## src/rtl/sacd_pkg.sv

```systemverilog
// Shared types and constants of the skew-associative cache directory.
package sacd_pkg;

  localparam int MaxSectors = 16;
  localparam int MaxEntries = 256;
  localparam int Ways       = 4;
  localparam int SecW       = 4;
  localparam int SlotW      = 8;
  localparam int AddrW      = SecW + SlotW;
  localparam int Depth      = MaxSectors * MaxEntries;
  localparam int KeyW       = 64;
  localparam int TimeW      = 48;
  localparam int SizeW      = 20;
  localparam int DivW       = 9;
  localparam int WordW      = 32;
  localparam int CfgW       = 20;

  localparam logic [2:0] OpSector = 3'd4;

  typedef enum logic [1:0] {
    REQ_GET,
    REQ_PUT,
    REQ_DEL,
    REQ_RSVD
  } req_e;

  typedef enum logic [2:0] {
    ST_HIT,
    ST_MISS,
    ST_UPDATED,
    ST_INSERTED,
    ST_REPLACED,
    ST_TOO_LARGE,
    ST_DELETED,
    ST_DEL_MISS
  } status_e;

  typedef enum logic [1:0] {
    CFG_SECTORS,
    CFG_ENTRIES,
    CFG_MAX_SIZE,
    CFG_NONE
  } cfg_idx_e;

  typedef enum logic [2:0] {
    S_CLEAR,
    S_IDLE,
    S_MOD,
    S_READ,
    S_EVAL,
    S_ACT,
    S_OUT
  } state_e;

  typedef struct packed {
    logic [KeyW-1:0]  tag_lo;
    logic [KeyW-1:0]  tag_hi;
    logic [TimeW-1:0] stamp;
    logic [SizeW-1:0] size;
  } entry_t;

  typedef struct packed {
    logic             clear;
    logic [AddrW-1:0] clr_addr;
    logic             load;
    logic             mod_step;
    logic             mod_first;
    logic             mod_last;
    logic [2:0]       op;
    logic [4:0]       bit_idx;
    logic             ev;
    logic [1:0]       way;
    logic             act;
  } dp_cmd_t;

endpackage

```

## src/rtl/sacd_ctrl.sv

```systemverilog
// Controller state machine that sequences clearing, modulo steps, reads and updates.
module sacd_ctrl (
  input  logic              clk_i,
  input  logic              rst_ni,
  input  logic              in_valid_i,
  output logic              in_stall_o,
  output logic              out_valid_o,
  input  logic              out_stall_i,
  output sacd_pkg::dp_cmd_t cmd_o
);
  import sacd_pkg::*;

  state_e           state_q, state_d;
  logic [AddrW-1:0] clr_q;
  logic [2:0]       op_q;
  logic [4:0]       bit_q;
  logic [1:0]       way_q;

  always_comb begin
    state_d = state_q;
    case (state_q)
      S_CLEAR: if (clr_q == '1) state_d = S_IDLE;
      S_IDLE:  if (in_valid_i) state_d = S_MOD;
      S_MOD:   if (bit_q == 5'd0 && op_q == OpSector) state_d = S_READ;
      S_READ:  state_d = S_EVAL;
      S_EVAL:  state_d = (way_q == 2'd3) ? S_ACT : S_READ;
      S_ACT:   state_d = S_OUT;
      S_OUT:   if (!out_stall_i) state_d = S_IDLE;
      default: state_d = S_IDLE;
    endcase
  end

  always_ff @(posedge clk_i or negedge rst_ni) begin
    if (!rst_ni) begin
      state_q <= S_CLEAR;
      clr_q   <= '0;
      op_q    <= '0;
      bit_q   <= '1;
      way_q   <= '0;
    end else begin
      state_q <= state_d;
      case (state_q)
        S_CLEAR: clr_q <= clr_q + 1'b1;
        S_IDLE: begin
          op_q  <= '0;
          bit_q <= '1;
          way_q <= '0;
        end
        S_MOD: begin
          bit_q <= bit_q - 1'b1;
          if (bit_q == 5'd0) op_q <= op_q + 1'b1;
        end
        S_EVAL:  way_q <= way_q + 1'b1;
        default: ;
      endcase
    end
  end

  always_comb begin
    in_stall_o      = (state_q != S_IDLE);
    out_valid_o     = (state_q == S_OUT);
    cmd_o           = '0;
    cmd_o.clear     = (state_q == S_CLEAR);
    cmd_o.clr_addr  = clr_q;
    cmd_o.load      = (state_q == S_IDLE) && in_valid_i;
    cmd_o.mod_step  = (state_q == S_MOD);
    cmd_o.mod_first = (bit_q == 5'd31);
    cmd_o.mod_last  = (bit_q == 5'd0);
    cmd_o.op        = op_q;
    cmd_o.bit_idx   = bit_q;
    cmd_o.ev        = (state_q == S_EVAL);
    cmd_o.way       = way_q;
    cmd_o.act       = (state_q == S_ACT);
  end

endmodule

```

## config.mk

```make
export PLATFORM = sky130hd
export DESIGN_NAME = sacd_ctrl
export DESIGN_NICKNAME = d
export VERILOG_FILES = /design/src/rtl/sacd_pkg.sv /design/src/rtl/sacd_ctrl.sv
export SDC_FILE = /design/constraint.sdc
export NUM_CORES = 1
export LEC_CHECK = 0
export BUFFER_PORTS_ARGS = -buffer_cell sky130_fd_sc_hd__buf_2
export CELL_PAD_IN_SITES_DETAIL_PLACEMENT = 0
export CELL_PAD_IN_SITES_GLOBAL_PLACEMENT = 1
export CORE_UTILIZATION = 39
export DETAILED_ROUTE_END_ITERATION = 6
export HOLD_SLACK_MARGIN = 0.12
export PLACE_DENSITY = 0.81
export SYNTH_ARGS = -nofsm -noshare
export SYNTH_HDL_FRONTEND = slang
export SYNTH_SLANG_ARGS = --single-unit
```

## constraint.sdc

```tcl
create_clock -name clk_i -period 2.1 [get_ports clk_i]
set_clock_uncertainty 0.1 [all_clocks]
set_input_delay 0.315 -clock clk_i [delete_from_list [all_inputs] [get_ports clk_i]]
set_output_delay 0.315 -clock clk_i [all_outputs]
set_load 0.01 [all_outputs]
```

Word-level counts from Yosys, hierarchy flattened
Cells that the tools add are included.

Register bits: 25. Bits of input ports: 4. Output and inout bits: 31. Word-level logic and storage cells: 43.

Add/sub/neg operators: 4. Equality and inequality tests: 16. Muxes and demuxes: 10. Reduce and logical (&&, ||, !) cells: 8.

Operators with widths (number): $pmux W3 S7 (1); $mux W3 (6); $add A12 B1 Y12 const B (1); $eq A12 B12 Y1 const B (1); $eq A3 B3 Y1 const B (4); $pmux W5 S2 (1); $eq A3 B2 Y1 const B (2); $ne A2 B2 Y1 const B (3); $pmux W3 S2 (1); $eq A5 B5 Y1 const B (1); $logic_not A5 Y1 (1); $sub A5 B1 Y5 const B (1); $ne A2 B1 Y1 const B (2); $pmux W2 S2 (1); $reduce_and A4 Y1 (1); $reduce_bool A2 Y1 (2); $add A3 B1 Y3 const B (1); $eq A3 B1 Y1 const B (1); $logic_not A3 Y1 (1); $ne A3 B1 Y1 const B (1); $add A2 B1 Y2 const B (1); $eq A2 B2 Y1 const B (1); $logic_and A1 B1 Y1 (2); $reduce_and A2 Y1 (1).

Logic depth before layout (Yosys ltp)
Depth in word-level cells: 4. Mapped depth: 6. Depth with buffers taken out: 6.

Least setup slack after synthesis
OpenSTA, ideal clock, no wires.

Path kind: register to register. Start point: reg bit_q[0]. End point: reg op_q[2]. Library setup time: 0.133 ns. Arrival time: 1.404 ns. Required time: 1.867 ns. Path slack: 0.463 ns. Stages on the path, launching flop included: 7. Buffers on the path: 0. Period minus slack after synthesis: 1.637 ns. Cell sequence: dfstp_2 -> inv_1 -> ha_1 -> nor4b_2 -> nand3_1 -> xor2_1 -> nor2_1.

RTL lines: from (decl) (RTL line sacd_ctrl.sv:16) `logic [4:0] bit_q;`; from (signal assigned) (RTL line sacd_ctrl.sv:50) `bit_q <= bit_q - 1'b1;`; to (signal assigned) (RTL line sacd_ctrl.sv:51) `if (bit_q == 5'd0) op_q <= op_q + 1'b1;`; to (decl) (RTL line sacd_ctrl.sv:15) `logic [2:0] op_q;`.

==> metrics.cfg <==
[setup_path]
rrSetupSlack_ps = 370
r2r_end = clr_q[10]
cp.required_ps = 1680
r2r_start = state_q[2]
crit_type = reg -> out
crit_path_end_kind = primary output
critPathLaunchType = flop
cp.arrival_ps = 1560
path_max_fanout = 15
reg2regPathDepth = 5

[global_routing]
antenna_found_initial = 0
grt_util_all_layers_pct = 16.4
gr-total-overflow = 0
grt_start_max_net_pins = 26
grt_pass1_vias = 1032
grt_first_pass_wirelength_um = 4420

[logic_synthesis]
ys.flop_type = dfrtp_1
yosysWarningCount = 0
synthesis.instances = 124
synthesis.area_mm2 = 0.00132
yosys.area.top_type = dfrtp_1
ys_seq_area_share_pct = 47.7
ys_types = 38
avgSynthCellArea_um2 = 10.7
ys_seq_elements = 25
synth_nets = 134
async_reset_ff_share_pct = 100
synth_edf_count = 0
synth_top_area_share_pct = 37.8
synthTopCellsByArea = dfrtp_1 (38%), dfstp_2 (9.9%), ha_1 (5.7%)

[clocking]
cts_tree = done
htreeDepth = 1
cts.root.buffer_cell = clkbuf_4
clk_pin_slew_ps = 140
clk_path_buf_depth = 2
clkSinkCount = 25
numCtsBuffers = 3
clock_latency_ps = 320

[finish]
layout.cells.non_filler = 208
ff_latch_area_um2 = 633
drive_gt1_share_pct = 36.0
nets = 175
multi_input_area_um2 = 664
antenna_cells = 0
fin_area_mm2 = 0.00162
nFillCells = 297
syn_to_final_growth_pct = 22.4

[sta]
final_hold_viol_count = 0
post-route-period-util_pct = 94.0
setup_violations = 0
relSlewSlack_pct = 62.9
setup_tns_ps = 0
rsz0062_at_grt = false
post-route-min-period_ps = 1970
max_clock_freq_mhz = 506
worst_slew_pin_slew_ps = 556
slew_viol_final = 0

[routing]
drc = 0
detail_route.wl_per_cell_um = 12.6
via_count = 1047
drtPass1Iterations = 4
ant_nets = 0
viasPerCell = 5.03
drt-initial-drc-count = 23
drt_wl_total_um = 2610

[power_and_ir_drop]
internal_power_mw = 1.09
power.switching_mw = 0.758
max-vdd-ir-drop_uv = 690
p_comb_share_pct = 44.9
p_clk_share_pct = 11.4
power.density_mw_per_mm2 = 1140
power_frac_seq_pct = 43.6
p_sw_share_pct = 40.9
p_leak_nw = 0.809

[status]
run_status = complete, no violations

[die]
rows = 20
fp.dieArea_mm2 = 0.00363
start_util_pct = 42.3
ioPinCount = 35
die_height_um = 60.3
die_w_um = 60.3
coreArea_mm2 = 0.00313

[placed_design]
place_hpwl_um = 2010
port_buffers = 34
place_congestion = 0.741
place_area_mm2 = 0.00155
post-place-cells = 201

[worst_hold_path]
worstHoldEndpoint = state_q[1]
hold_depth = 3
hp-class = in -> reg
hold_start = in_valid_i

[job]
cap_violations = 0

==> per-layer routing <==
layer / share of wire (%) / global-route usage (%)
met2: 52 / 29.8
met4: 0.38 / 5.98
met1: 43 / 19.2
met5: 0 / 0
met3: 3.9 / 2.38
==> cell usage in the layout, fill, tap and decap left out, drive strengths merged, types with 4 or more instances in the layout <==
cell	netlist	final
buf	4	39
dfrtp	20	20
nand3	11	11
nand2	8	8
xnor2	7	7
nor2	6	6
ha	6	6
inv	6	6
nor3	6	6
o21ai	6	6
xor2	5	5
dfstp	5	5
nand4	4	4
nor3b	4	4
==> layout make-up <==
class	instances	area share, %
clock buffer	3	1.39
clock inverter	1	0.309
inverter	6	1.39
multi-input combinational	89	41.0
sequential	25	39.1
tap	44	3.40
timing repair buffer	40	13.4
==> worst max-delay path, cell delays in order, from the launching register on <==
cell     delay [ps]
dfrtp_1         710
nor3b_2         350
buf_2           180
==> repair_timing <==
item,in CTS,in global routing
endpoints found under the hold margin,20,0
endpoints found under the setup margin,0,4
hold buffers,1,0
gates resized for setup,0,3
setup buffers,0,2
==> worst max path at each step <==
stage	start	endpoint	slack, ps	cells after the start
floorplan	bit_q[0]	op_q[2]	460	6
global placement	state_q[0]	clr_q[6]	410	4
detailed placement	state_q[0]	clr_q[6]	370	4
CTS	state_q[2]	cmd_o[14]	1	2
global route	state_q[2]	cmd_o[3]	4	2
finish	state_q[2]	cmd_o[3]	130	2
==> flip-flops by register name, indices dropped and copies added (netlist names) <==
signal	cells
bit_q	5
clr_q	12
op_q	3
state_q	3
way_q	2
==> through the flow <==
stage | setup WS, ps | total power [mW] | hold WS, ps | util (%)
global route | 4.25 | 2.00 | 235 | 51.8
floorplan | 463 | 1.32 | -80.6 | -
global placement | 415 | 1.57 | 233 | 49.6
CTS | 1.02 | 1.83 | 225 | 50.8
finish | 126 | 1.85 | 240 | 51.8
detailed placement | 371 | 1.61 | 238 | 49.6
==> cell usage after synthesis, types with 2 or more instances <==
library cell  instances
dfrtp_1              20
nand3_1              10
nand2_1               8
xnor2_1               7
ha_1                  6
nor2_1                6
dfstp_2               5
inv_1                 5
xor2_1                5
buf_2                 4
nor3_1                4
o21ai_0               4
a211oi_1              3
a21oi_1               3
a31oi_1               3
and2_1                3
nand4_1               3
and3_1                2
and3b_1               2
nor3b_2               2
o21ai_1               2
==> kinds of logic (layout without fill, tap and decap cells) <==
kind of cell | after synthesis | after routing | share of synthesized area (%)
AO/OA/AOI/OAI | 19 | 19 | 8.79
XOR/XNOR | 12 | 12 | 7.94
adder cells (fa/ha/maj) | 6 | 6 | 5.67
buffers and inverters | 10 | 50 | 3.21
flip-flops | 25 | 25 | 47.7
multiplexers | 3 | 3 | 2.46
AND/OR/NAND/NOR | 49 | 49 | 24.2
==> power groups by stage <==
stage                     Sequential, mW  Clock [mW]  Combinational, mW
after CTS                          0.800       0.224              0.803
after floorplan                    0.793           0              0.527
after global placement             0.794           0              0.776
after global routing               0.835       0.238              0.931
after detailed placement           0.810           0              0.798
final                              0.807       0.212              0.831
Note: power is estimated with default switching activity, not from simulation.
